[config.mk]
export PLATFORM = sky130hd
export DESIGN_NAME = word_split_lexer
export DESIGN_NICKNAME = d
export VERILOG_FILES = /design/src/sv/wsl_pkg.sv /design/src/sv/wsl_ram.sv /design/src/sv/wsl_classify.sv /design/src/sv/word_split_lexer.sv
export VERILOG_INCLUDE_DIRS = /design/src /design/src/sv
export SDC_FILE = /design/constraint.sdc
export NUM_CORES = 1
export LEC_CHECK = 0
export ABC_AREA = 1
export CAP_MARGIN = 25
export CORE_UTILIZATION = 50
export CTS_CLUSTER_SIZE = 16
export DETAILED_ROUTE_END_ITERATION = 16
export DONT_BUFFER_PORTS = 1
export PLACE_DENSITY = 0.7
export SETUP_SLACK_MARGIN = 0.15
export SYNTH_ARGS = -nofsm -noshare
export SYNTH_HDL_FRONTEND = slang
export SYNTH_SLANG_ARGS = --single-unit
[constraint.sdc]
create_clock -name clk -period 2.9 [get_ports clk]
set_input_delay 0.435 -clock clk [delete_from_list [all_inputs] [get_ports clk]]
set_output_delay 0.435 -clock clk [all_outputs]
set_load 0.005 [all_outputs]
[src/sv/word_split_lexer_defines.svh]
// assertion macros for the word splitting lexer
`ifndef WORD_SPLIT_LEXER_DEFINES_SVH
`define WORD_SPLIT_LEXER_DEFINES_SVH

`ifndef SYNTH
`define WSL_ASSERT_RST(lbl, clk, rst_n, prop) \
  lbl: assert property (@(posedge clk) disable iff (!rst_n) prop) else $error("wsl check failed");
`define WSL_ASSERT_ALWAYS(lbl, clk, prop) \
  lbl: assert property (@(posedge clk) prop) else $error("wsl check failed");
`else
`define WSL_ASSERT_RST(lbl, clk, rst_n, prop)
`define WSL_ASSERT_ALWAYS(lbl, clk, prop)
`endif

`endif

[src/sv/wsl_pkg.sv]
package wsl_pkg;

  localparam int MAX_WORD_DEF = 32;
  localparam int POS_BITS_DEF = 16;

  localparam logic [7:0] CH_SPACE  = 8'h20;
  localparam logic [7:0] CH_ASSIGN = 8'h3d;
  localparam logic [7:0] CH_PLUS   = 8'h2b;
  localparam logic [7:0] CH_MINUS  = 8'h2d;
  localparam logic [7:0] CH_LPAREN = 8'h28;
  localparam logic [7:0] CH_RPAREN = 8'h29;
  localparam logic [7:0] CH_COMMA  = 8'h2c;
  localparam logic [7:0] CH_D      = 8'h64;
  localparam logic [7:0] CH_E      = 8'h65;
  localparam logic [7:0] CH_F      = 8'h66;
  localparam logic [7:0] CH_N      = 8'h6e;
  localparam logic [7:0] CH_O      = 8'h6f;

  typedef enum logic [3:0] {
    KIND_DEF     = 4'd0,
    KIND_DO      = 4'd1,
    KIND_END     = 4'd2,
    KIND_ASSIGN  = 4'd3,
    KIND_PLUS    = 4'd4,
    KIND_LPAREN  = 4'd5,
    KIND_RPAREN  = 4'd6,
    KIND_COMMA   = 4'd7,
    KIND_INT     = 4'd8,
    KIND_IDENT   = 4'd9,
    KIND_ILLEGAL = 4'd10
  } kind_t;

  typedef struct packed {
    kind_t kind;
    logic  is_int;
    logic  is_ident;
  } cls_t;

  function automatic kind_t special_kind(input logic [7:0] c);
    kind_t k;
    case (c)
      CH_ASSIGN: k = KIND_ASSIGN;
      CH_PLUS:   k = KIND_PLUS;
      CH_LPAREN: k = KIND_LPAREN;
      CH_RPAREN: k = KIND_RPAREN;
      CH_COMMA:  k = KIND_COMMA;
      default:   k = KIND_ILLEGAL;
    endcase
    return k;
  endfunction

  function automatic logic is_special(input logic [7:0] c);
    return special_kind(c) != KIND_ILLEGAL;
  endfunction

endpackage

[src/sv/wsl_ram.sv]
module wsl_ram #(
  parameter int WIDTH = 8,
  parameter int DEPTH = 32
) (
  input  logic                     clk,
  input  logic                     we,
  input  logic [$clog2(DEPTH)-1:0] waddr,
  input  logic [WIDTH-1:0]         wdata,
  input  logic                     re,
  input  logic [$clog2(DEPTH)-1:0] raddr,
  output logic [WIDTH-1:0]         rdata
);
  logic [WIDTH-1:0] mem [DEPTH];
  logic [WIDTH-1:0] rdata_r;

  always_ff @(posedge clk) begin
    if (we) mem[waddr] <= wdata;
    if (re) rdata_r <= mem[raddr];
  end

  assign rdata = rdata_r;
endmodule

[src/sv/wsl_classify.sv]
module wsl_classify #(
  parameter int MAX_WORD = wsl_pkg::MAX_WORD_DEF
) (
  input  logic                            clk,
  input  logic                            rst_n,
  input  logic                            clr,
  input  logic                            push,
  input  logic [7:0]                      ch,
  output wsl_pkg::cls_t                   cls,
  output logic [$clog2(MAX_WORD+1)-1:0]   cnt
);
  import wsl_pkg::*;

  localparam int LW = $clog2(MAX_WORD + 1);
  localparam logic [31:0] VAL_SAT = 32'h8000_0001;

  typedef enum logic [4:0] {
    P_WS   = 5'b00001,
    P_SIGN = 5'b00010,
    P_DIG  = 5'b00100,
    P_DONE = 5'b01000,
    P_FAIL = 5'b10000
  } phase_t;

  phase_t      phase_r, phase_nxt;
  logic [LW-1:0] cnt_r;
  logic [7:0]  b0_r, b1_r, b2_r;
  logic [31:0] val_r, val_nxt;
  logic        neg_r, neg_nxt;
  logic        letter_r, bad_r;
  logic        is_dig, is_let, is_ws;
  logic [3:0]  dig;
  logic [35:0] acc;
  logic        int_ok, kw_def, kw_do, kw_end;

  always_comb begin
    is_dig = ch inside {[8'h30:8'h39]};
    is_let = ch inside {[8'h41:8'h5a], [8'h61:8'h7a], 8'h5f};
    is_ws  = ch inside {[8'h09:8'h0d], CH_SPACE};
    dig    = ch[3:0];
    acc    = {val_r, 3'b000} + {3'b000, val_r, 1'b0} + {32'd0, dig};
  end

  always_comb begin
    phase_nxt = phase_r;
    val_nxt   = val_r;
    neg_nxt   = neg_r;
    case (phase_r)
      P_WS: begin
        if (is_ws) phase_nxt = P_WS;
        else if (ch == CH_PLUS || ch == CH_MINUS) begin
          neg_nxt   = ch == CH_MINUS;
          phase_nxt = P_SIGN;
        end else if (is_dig) begin
          val_nxt   = {28'd0, dig};
          phase_nxt = P_DIG;
        end else phase_nxt = P_FAIL;
      end
      P_SIGN: begin
        if (is_dig) begin
          val_nxt   = {28'd0, dig};
          phase_nxt = P_DIG;
        end else phase_nxt = P_FAIL;
      end
      P_DIG: begin
        if (is_dig) val_nxt = (acc > {4'd0, VAL_SAT}) ? VAL_SAT : acc[31:0];
        else phase_nxt = P_DONE;
      end
      P_DONE:  phase_nxt = P_DONE;
      P_FAIL:  phase_nxt = P_FAIL;
      default: phase_nxt = P_FAIL;
    endcase
  end

  always_ff @(posedge clk) begin
    if (!rst_n || clr) begin
      phase_r  <= P_WS;
      cnt_r    <= '0;
      val_r    <= '0;
      neg_r    <= 1'b0;
      letter_r <= 1'b0;
      bad_r    <= 1'b0;
    end else if (push) begin
      phase_r  <= phase_nxt;
      val_r    <= val_nxt;
      neg_r    <= neg_nxt;
      cnt_r    <= cnt_r + LW'(1);
      letter_r <= letter_r | is_let;
      bad_r    <= bad_r | is_dig | is_special(ch);
    end
  end

  // first three bytes kept for keyword and single special tests
  always_ff @(posedge clk) begin
    if (push && cnt_r == LW'(0)) b0_r <= ch;
    if (push && cnt_r == LW'(1)) b1_r <= ch;
    if (push && cnt_r == LW'(2)) b2_r <= ch;
  end

  always_comb begin
    int_ok = (phase_r == P_DIG || phase_r == P_DONE) &&
             (neg_r ? (val_r <= 32'h8000_0000) : (val_r <= 32'h7fff_ffff));
    kw_def = cnt_r == LW'(3) && b0_r == CH_D && b1_r == CH_E && b2_r == CH_F;
    kw_do  = cnt_r == LW'(2) && b0_r == CH_D && b1_r == CH_O;
    kw_end = cnt_r == LW'(3) && b0_r == CH_E && b1_r == CH_N && b2_r == CH_D;
    cls.is_int   = int_ok;
    cls.is_ident = letter_r && !bad_r;
    if (kw_def) cls.kind = KIND_DEF;
    else if (kw_do) cls.kind = KIND_DO;
    else if (kw_end) cls.kind = KIND_END;
    else if (cnt_r == LW'(1) && is_special(b0_r)) cls.kind = special_kind(b0_r);
    else if (int_ok) cls.kind = KIND_INT;
    else if (letter_r && !bad_r) cls.kind = KIND_IDENT;
    else cls.kind = KIND_ILLEGAL;
  end

  assign cnt = cnt_r;
endmodule

[src/sv/word_split_lexer.sv]
// word splitting lexer
// input channel: one expression byte per beat (in_char_code) with
// in_end_of_expression marking the final byte. output channel: one token per
// beat (kind, start offset, length, overflow flag, last_in_run on the final
// token caused by one input byte).
// a byte that does not end a word is taken and, while the word buffer has
// room, written to the word buffer ram. a space or the final byte ends the
// word: in_stall stays high while the word is finished. a word classified
// whole, an empty word or an overlong word gives its single token from S_FIN
// into the output register. a word that is split walks the buffer ram byte by
// byte (S_RD reads, then S_BYTE classifies), plus an S_SPEC step for every
// special byte after a piece and an S_TAIL step for the trailing piece.
// the walk is set by the single read port of the buffer ram.
// while out_stall is high a held token stays put and the walk waits to emit.
// reset (rst_n low, synchronous) empties the word, zeroes the byte offset and
// drops any pending token; no clearing pass is needed.
module word_split_lexer #(
  parameter int MAX_WORD = wsl_pkg::MAX_WORD_DEF,
  parameter int POSITION_BITS = wsl_pkg::POS_BITS_DEF
) (
  input  logic       clk,
  input  logic       rst_n,
  input  logic       in_valid,
  output logic       in_stall,
  input  logic [7:0] in_char_code,
  input  logic       in_end_of_expression,
  output logic       out_valid,
  input  logic       out_stall,
  output logic [3:0] out_token_kind,
  output logic [15:0] out_token_start,
  output logic [5:0] out_token_length,
  output logic       out_word_overflow,
  output logic       out_last_in_run
);
  import wsl_pkg::*;

  `include "word_split_lexer_defines.svh"

  localparam int LW = $clog2(MAX_WORD + 1);
  localparam int AW = $clog2(MAX_WORD);
  localparam int PB = POSITION_BITS;

  typedef enum logic [5:0] {
    S_IDLE = 6'b000001,
    S_FIN  = 6'b000010,
    S_RD   = 6'b000100,
    S_BYTE = 6'b001000,
    S_SPEC = 6'b010000,
    S_TAIL = 6'b100000
  } state_t;

  state_t state_r, state_nxt;
  logic [LW-1:0] fill_r, len_r, j_r, poff_r;
  logic          tl_r, ovf_r;
  logic [PB-1:0] pos_r, begin_r, base_r;

  logic in_acc, is_sp, room, w_push, w_clr, p_push, p_clr, ram_re;
  logic [7:0] rdata;
  cls_t w_cls, p_cls;
  logic [LW-1:0] w_cnt, p_cnt;
  logic j_last, c_spec, free;

  // token being loaded into the output register
  logic          emit;
  kind_t         e_kind;
  logic [PB-1:0] e_start;
  logic [LW-1:0] e_len;
  logic          e_ovf, e_last;

  logic          ov_r;
  kind_t         ok_r;
  logic [PB-1:0] os_r;
  logic [LW-1:0] ol_r;
  logic          oo_r, olast_r;

  assign in_stall = state_r != S_IDLE;
  assign in_acc   = in_valid && !in_stall;
  assign is_sp    = in_char_code == CH_SPACE;
  assign room     = fill_r < LW'(MAX_WORD);
  assign w_push   = in_acc && !is_sp && room;
  assign free     = !ov_r || !out_stall;
  assign j_last   = j_r == len_r - LW'(1);
  assign c_spec   = is_special(rdata);

  wsl_ram #(.WIDTH(8), .DEPTH(MAX_WORD)) u_buf (
    .clk   (clk),
    .we    (w_push),
    .waddr (fill_r[AW-1:0]),
    .wdata (in_char_code),
    .re    (ram_re),
    .raddr (j_r[AW-1:0]),
    .rdata (rdata)
  );

  wsl_classify #(.MAX_WORD(MAX_WORD)) u_word (
    .clk(clk), .rst_n(rst_n), .clr(w_clr), .push(w_push), .ch(in_char_code),
    .cls(w_cls), .cnt(w_cnt)
  );

  wsl_classify #(.MAX_WORD(MAX_WORD)) u_piece (
    .clk(clk), .rst_n(rst_n), .clr(p_clr), .push(p_push), .ch(rdata),
    .cls(p_cls), .cnt(p_cnt)
  );

  always_comb begin
    state_nxt = state_r;
    emit = 1'b0; e_kind = KIND_ILLEGAL; e_start = base_r; e_len = len_r;
    e_ovf = 1'b0; e_last = 1'b0;
    w_clr = 1'b0; p_clr = 1'b0; p_push = 1'b0; ram_re = 1'b0;
    case (state_r)
      S_IDLE: begin
        if (in_acc && (is_sp || in_end_of_expression)) state_nxt = S_FIN;
      end
      S_FIN: begin
        if (free) begin
          if (ovf_r) begin
            emit = 1'b1; e_len = LW'(MAX_WORD); e_ovf = 1'b1; e_last = 1'b1;
            w_clr = 1'b1; state_nxt = S_IDLE;
          end else if (len_r <= LW'(1) || w_cls.is_ident || w_cls.is_int) begin
            emit = 1'b1; e_kind = w_cls.kind; e_last = 1'b1;
            w_clr = 1'b1; state_nxt = S_IDLE;
          end else begin
            p_clr = 1'b1; state_nxt = S_RD;
          end
        end
      end
      S_RD: begin
        ram_re = 1'b1; state_nxt = S_BYTE;
      end
      S_BYTE: begin
        if (c_spec) begin
          if (free) begin
            emit = 1'b1;
            if (p_cnt != LW'(0)) begin
              // pending piece goes out first, the special follows
              e_kind = p_cls.kind; e_start = base_r + PB'(poff_r); e_len = p_cnt;
              p_clr = 1'b1; state_nxt = S_SPEC;
            end else begin
              e_kind = special_kind(rdata); e_start = base_r + PB'(j_r);
              e_len = LW'(1); e_last = j_last;
              if (j_last) begin
                w_clr = 1'b1; state_nxt = S_IDLE;
              end else state_nxt = S_RD;
            end
          end
        end else begin
          p_push = 1'b1;
          state_nxt = j_last ? S_TAIL : S_RD;
        end
      end
      S_SPEC: begin
        if (free) begin
          emit = 1'b1; e_kind = special_kind(rdata); e_start = base_r + PB'(j_r);
          e_len = LW'(1); e_last = j_last;
          if (j_last) begin
            w_clr = 1'b1; state_nxt = S_IDLE;
          end else state_nxt = S_RD;
        end
      end
      S_TAIL: begin
        if (free) begin
          emit = 1'b1; e_kind = p_cls.kind; e_start = base_r + PB'(poff_r);
          e_len = p_cnt; e_last = 1'b1;
          w_clr = 1'b1; state_nxt = S_IDLE;
        end
      end
      default: state_nxt = S_IDLE;
    endcase
  end

  always_ff @(posedge clk) begin
    if (!rst_n) begin
      state_r <= S_IDLE;
      fill_r  <= '0;
      tl_r    <= 1'b0;
      pos_r   <= '0;
      begin_r <= '0;
      ov_r    <= 1'b0;
    end else begin
      state_r <= state_nxt;
      if (in_acc) begin
        if (in_end_of_expression) begin
          pos_r <= '0; begin_r <= '0; fill_r <= '0; tl_r <= 1'b0;
        end else begin
          pos_r <= pos_r + PB'(1);
          if (is_sp) begin
            begin_r <= pos_r + PB'(1); fill_r <= '0; tl_r <= 1'b0;
          end else if (room) fill_r <= fill_r + LW'(1);
          else tl_r <= 1'b1;
        end
      end
      if (emit) ov_r <= 1'b1;
      else if (!out_stall) ov_r <= 1'b0;
    end
  end

  // word snapshot for the finish walk and the walk counters
  always_ff @(posedge clk) begin
    if (in_acc) begin
      base_r <= begin_r;
      len_r  <= (!is_sp && room) ? fill_r + LW'(1) : fill_r;
      ovf_r  <= tl_r || (!is_sp && !room);
    end
    if (state_r == S_FIN) begin
      j_r <= '0; poff_r <= '0;
    end
    if (emit && (state_r == S_SPEC || (state_r == S_BYTE && p_cnt == LW'(0))))
      poff_r <= j_r + LW'(1);
    if (state_nxt == S_RD && (state_r == S_BYTE || state_r == S_SPEC))
      j_r <= j_r + LW'(1);
    if (emit) begin
      ok_r <= e_kind; os_r <= e_start; ol_r <= e_len; oo_r <= e_ovf;
      olast_r <= e_last;
    end
  end

  assign out_valid         = ov_r;
  assign out_token_kind    = 4'(ok_r);
  assign out_token_start   = 16'(os_r);
  assign out_token_length  = (7'(ol_r) > 7'd63) ? 6'd63 : 6'(ol_r);
  assign out_word_overflow = oo_r;
  assign out_last_in_run   = olast_r;

  `WSL_ASSERT_RST(a_fill_bound, clk, rst_n, fill_r <= LW'(MAX_WORD))
  `WSL_ASSERT_RST(a_ovf_illegal, clk, rst_n, (ov_r && oo_r) |-> ok_r == KIND_ILLEGAL)
  `WSL_ASSERT_RST(a_walk_in_word, clk, rst_n, (state_r == S_BYTE || state_r == S_SPEC) |-> j_r < len_r)
  `WSL_ASSERT_RST(a_word_count, clk, rst_n, (state_r == S_FIN && !ovf_r) |-> w_cnt == len_r)
endmodule
# After elaboration in Yosys (flattened, before gate mapping)
# Memory sizes are Yosys's and may differ from the RTL's. A register that Yosys moved wholly into a read port is not among the register bits.
# Cells that the tools add are included.
# totals
regBits	249
ramBits	256
in_bits	13
output_inout_bits	30
word_cells	377
memories	1
# memory_table
name	depth	width	read_ports	rd_ports_with_merged_regs	wr	line_no	text
u_buf.mem	32	8	1	1	1	wsl_ram.sv:13	logic [WIDTH-1:0] mem [DEPTH];
# classes
addsub	12
order_cmp	24
eq_ne	78
muxes	130
bitwise_logic	8
n_reduce_logical	90
# ops
operator	count
32-bit 2-to-1 mux	10
8-bit by 6-bit equality test with 1-bit output (second input constant)	24
32-bit one-hot mux with 3 select lines	2
8-bit by 7-bit equality test with 1-bit output (second input constant)	16
16-bit 2-to-1 mux	8
6-bit 2-to-1 mux	21
4-bit 2-to-1 mux	28
4-bit one-hot mux with 5 select lines	4
35-bit by 33-bit adder with 36-bit output	2
36-bit by 4-bit adder with 36-bit output	2
36-bit by 32-bit > comparator with 1-bit output (second input constant)	2
32-bit by 31-bit less-or-equal comparator with 1-bit output (second input constant)	2
32-bit less-or-equal comparator (second input constant)	2
16-bit one-hot mux with 3 select lines	1
1-bit logical AND	45
5-bit 2-to-1 mux	9
5-bit one-hot mux with 4 select lines	2
6-bit one-hot mux with 6 select lines	1
1-bit 2-to-1 mux	33
16-bit by 6-bit adder with 16-bit output	2
8-bit by 7-bit greater-or-equal comparator with 1-bit output (second input constant)	4
8-bit by 7-bit less-or-equal comparator with 1-bit output (second input constant)	4
6-bit by 2-bit equality test with 1-bit output (second input constant)	5
6-bit by 1-bit adder with 6-bit output (second input constant)	4
other kinds (42)	109

# Logic depth before layout (Yosys ltp)
# depth
ltp_word	17
depth_mapped	26
mapped_depth_nobuf	26

# Modules after synthesis
# A second synthesis with hierarchy kept.
# unflattened
cells_unflattened	3744
hier_area_um2	29801.1
# by_module_without_submodules
module	n_inst	cells_per_inst	area_per_inst_um2	seq_area_each_um2
wsl_ram	1	922	10866.7	7927.6
word_split_lexer	1	856	6470.0	2812.7
wsl_classify (u_word)	1	1001	6342.3	1641.6
wsl_classify (u_piece)	1	965	6122.1	1641.6

# Least setup slack after synthesis
# OpenSTA, ideal clock, no wires.
# synth_timing
kind	register to register
start	reg u_buf.rdata_r[3], in the netlist u_buf.rdata[3], read port of u_buf.mem
end	reg u_piece.val_r[17]
setup_ns	0.120
arrival_time_ns	3.123
required_time_ns	2.780
slack_ns	-0.342
stages_incl_launch_ff	23
n_path_buf	1
synth_period_minus_slack_ns	3.242
path_cell_list	edfxtp_1 > inv_1 > fa_1 > fa_1 > inv_1 > nand3_1 > nand2_2 > nand2_1 > nand2_1 > nand2_1 > nand2_1 > nand2_1 > nand3_1 > nand2_1 > nor2_1 > nand2_1 > nor2_1 > nand3_1 > nand2_1 > nand2_4 > buf_4 > nand2_1 > a21oi_1
# synth_via
elab_chain_cells	6
word_cells_on_any_way	34
# synth_rtl
element	line_no	text
from (decl)	wsl_ram.sv:14	logic [WIDTH-1:0] rdata_r;
parallel branches: the longest is 6 deep, another holds 36-bit by 4-bit adder with 36-bit output	-	
to (signal assigned)	wsl_classify.sv:85	val_r <= val_nxt;
to (decl)	wsl_classify.sv:28	logic [31:0] val_r, val_nxt;
# Several ways; the timed one is not identified. The select of a mux whose other input is x is not followed.
# A chain may end at the register's enable or synchronous reset.

# Worst setup path in the final report
# layout_timing
start	reg u_buf.rdata_r[3], in the netlist u_buf.rdata[3], read port of u_buf.mem
end	reg u_piece.val_r[5]
# Same word-level chain as after synthesis.

==> impl_results.md <==
* Status: finished with violations
* Violated checks: setup timing
* # DRC at 0
* Count of cell types in the netlist at 63
* Worst Tran Pin Value at 0.920 ns
* Port Buffer Count at 0
* Die Span X at around 240 µm
* Clk sinks at 513
* Cell Pwr Density at 439 nW/µm²
* Cells after synthesis at 3447
* Main flop type after synthesis: edfxtp_1
* Row Count at a little under 90
* DP HPWL at 56000 µm
* Worst Skew at 0.0478 ns
* Skew-Pair Late Insertion Delay at 0.63 ns
* Routability Congestion at around 0.95
* Die height at roughly 240 µm
* Maximum number of pins on one net before global-route repair at 129
* RSZ-0062 raised after global routing: yes
* Area occupied by multi-input gates at 14300 µm²
* Via count at about 25000
* Antenna Nets Post-Route at 0
* Clock transition at path regs at 0.06 ns
* Effective utilization at floorplan at 0.508
* Final-stage net count at 3956
* Layout area overhead at 24.3%
* Count leader, synth: nand2_1
* Global-route wire length before repair at 126000 µm
* Syn_nets at 3620
* Post-synth EDFFs at 375
* Synth Warn # at 0
* Final Cell Area at 35700 µm²
* Place WS at -0.418 ns
* Sequential cell area at between 10000 and 15000 µm²
* Min Hold Slack at 0.0329 ns
* Vias in the first global route at 24100
* WL final at 81100 µm
* Leakage at 14.9 nW
* Crit path time final at between 3 and 4 ns
* Peak supply drop at approximately 0.00045 V
* WS Path Type: reg -> reg
* DR vias/cell at ~5.5
* Sum Neg Setup Slack at -21.04 ns
* Setup crit end kind: flip-flop
* Max Cap Viol at 0
* Synth cell count leaders: 737 x nand2_1, 460 x nor2_1, 428 x inv_1
* Worst slew margin at 0.385
* FMAX at 296 MHz
* Post-Syn Area per Cell at approximately 8.3 µm²
* I/O pin cnt at 43
* Iter 0 DRT Violations at around 2200
* Post-synth top area share at 0.392
* Final Setup Violations at 64
* Crit-path max FO at 7
* CTS max path bufs at 3
* Core Box Area at 56600 µm²
* Total GRT Usage at 0.268
* Placed cell areas at 31900 µm²
* Fillers at between 4000 and 5000
* CTS Root Cell: clkbuf_16
* Die Area at 58500 µm²
* HP Class: in -> reg
* CP arrival at 3.91 ns
* Share of layout cells above drive strength 1 at 0.221
* WL/cell at 17.7 µm
* Synth area leaders: edfxtp_1 39%, nand2_1 9.6%, dfxtp_1 9.6%
* DRT Pass-1 Iters at 6
* Final hold vios at 0
* Mapped Area at 28700 µm²
* Number of antenna violations at the first check in global routing at 1
* Final Max Tran Viols at 0
* Sequential share of the synthesized area at 0.488
* Final period utilization at 1.17
* Post-synthesis register bit count at 513
* Critical path launch point type: flip-flop
* Required @ worst endpoint at 3.42 ns
* # diodes at 0
* Setup ws final at -0.481 ns
* Area leader, netlist: edfxtp_1
* Asr flop ratio synth at 0
* Max H-tree Level at 2
* Total grt overflow at 0
* CTS tree: done
* Clock buffer count from CTS at 50
## kinds of logic (layout without fill, tap and decap cells)
group / Yosys count / after routing / synth area share
flip-flops: 513 / 513 / 0.488
adder cells (fa/ha/maj): 160 / 160 / 0.0712
buffers and inverters: 533 / 905 / 0.0722
AO/OA/AOI/OAI: 626 / 626 / 0.124
XOR/XNOR: 52 / 52 / 0.0158
AND/OR/NAND/NOR: 1563 / 1566 / 0.229
## registers in the layout, summed over array words and instances (netlist names), 8 cells and up
signal           count
u_piece.b0_r         8
u_piece.val_r       32
u_piece.b1_r         8
u_word.b1_r          8
pos_r               16
out_token_start     16
u_piece.b2_r         8
base_r              16
begin_r             16
u_word.b0_r          8
u_word.val_r        32
u_word.b2_r          8
u_buf.mem          256
u_buf.rdata          8
## what timing repair did
| item | 4_1_cts | 5_1_grt |
|---|---|---|
| buffers inserted | 20 | 19 |
| resized for setup | 200 | 221 |
| pin swaps | 52 | 89 |
| endpoints found under the hold margin | 311 | 0 |
| endpoints found under the setup margin | 264 | 304 |
| gates cloned | 4 | 1 |
| hold buffers | 9 | 0 |
## metrics by stage
stage               cells   util  power [mW]
floorplan            3447      -        8.74
global placement     4434  0.563        8.93
global route         4578  0.631        16.1
detailed placement   4434  0.563        8.95
finish               4578  0.631        15.7
CTS                  4558  0.613        15.7
## cell usage in the layout (no fill, tap or decap), types with 55 or more instances in the layout
master / instances
nand3_1: 133
a21oi_1: 163
nand2_2: 80
ha_1: 143
dfxtp_1: 125
nor2_1: 399
buf_4: 344
nand2_1: 635
nand3_2: 55
inv_1: 413
o21ai_0: 234
edfxtp_1: 375
## layout make-up
type                    count  share of cell area
repair buffers            369              0.0846
flip-flops and latches    513               0.393
clock inverters            33              0.0105
clock buffers              58              0.0367
well taps                 756              0.0265
multi-input cells        2404               0.401
inverters                 445              0.0474
## worst paths after layout
check | start | end | slack (ns) | depth (start not counted)
max | u_buf.rdata[3] | u_piece.val_r[5] | -0.48 | 20
min | in_end_of_expression | pos_r[0] | 0.03 | 3
max reg2reg | u_buf.rdata[3] | u_piece.val_r[5] | -0.48 | 20
min reg2reg | begin_r[15] | base_r[15] | 0.43 | 0
## worst max-delay path, stage by stage, from the launching register on
cell,delay [ns]
edfxtp_1,0.36
inv_2,0.06
fa_2,0.56
inv_1,0.05
ha_1,0.28
nand3_1,0.10
nand3_2,0.12
nand2_1,0.11
nand2_2,0.09
buf_4,0.15
xor2_1,0.16
nor2_1,0.17
nand3_2,0.14
nor2_1,0.14
nand3_1,0.10
nor2_2,0.14
nand2_2,0.09
buf_12,0.16
nand2_8,0.11
nand3_2,0.08
a21oi_2,0.13
## routing by layer
layer | vias up | track usage | wire (µm)
li1 | 12400 | - | -
met1 | 11800 | 0.359 | 34700
met2 | 885 | 0.448 | 38100
met3 | 160 | 0.0395 | 6040
met4 | 2 | 0.0843 | 2280
met5 | - | 0 | 12
## power by group
| part | leakage, nW | total, mW | internal, mW | switching (mW) |
|---|---|---|---|---|
| combinational | 9.49 | 0.866 | 0.271 | 0.596 |
| clock | 0.825 | 6.72 | 3.81 | 2.91 |
| sequential | 4.54 | 8.10 | 8.00 | 0.0987 |
No activity file was read; power rests on OpenSTA's default activity.
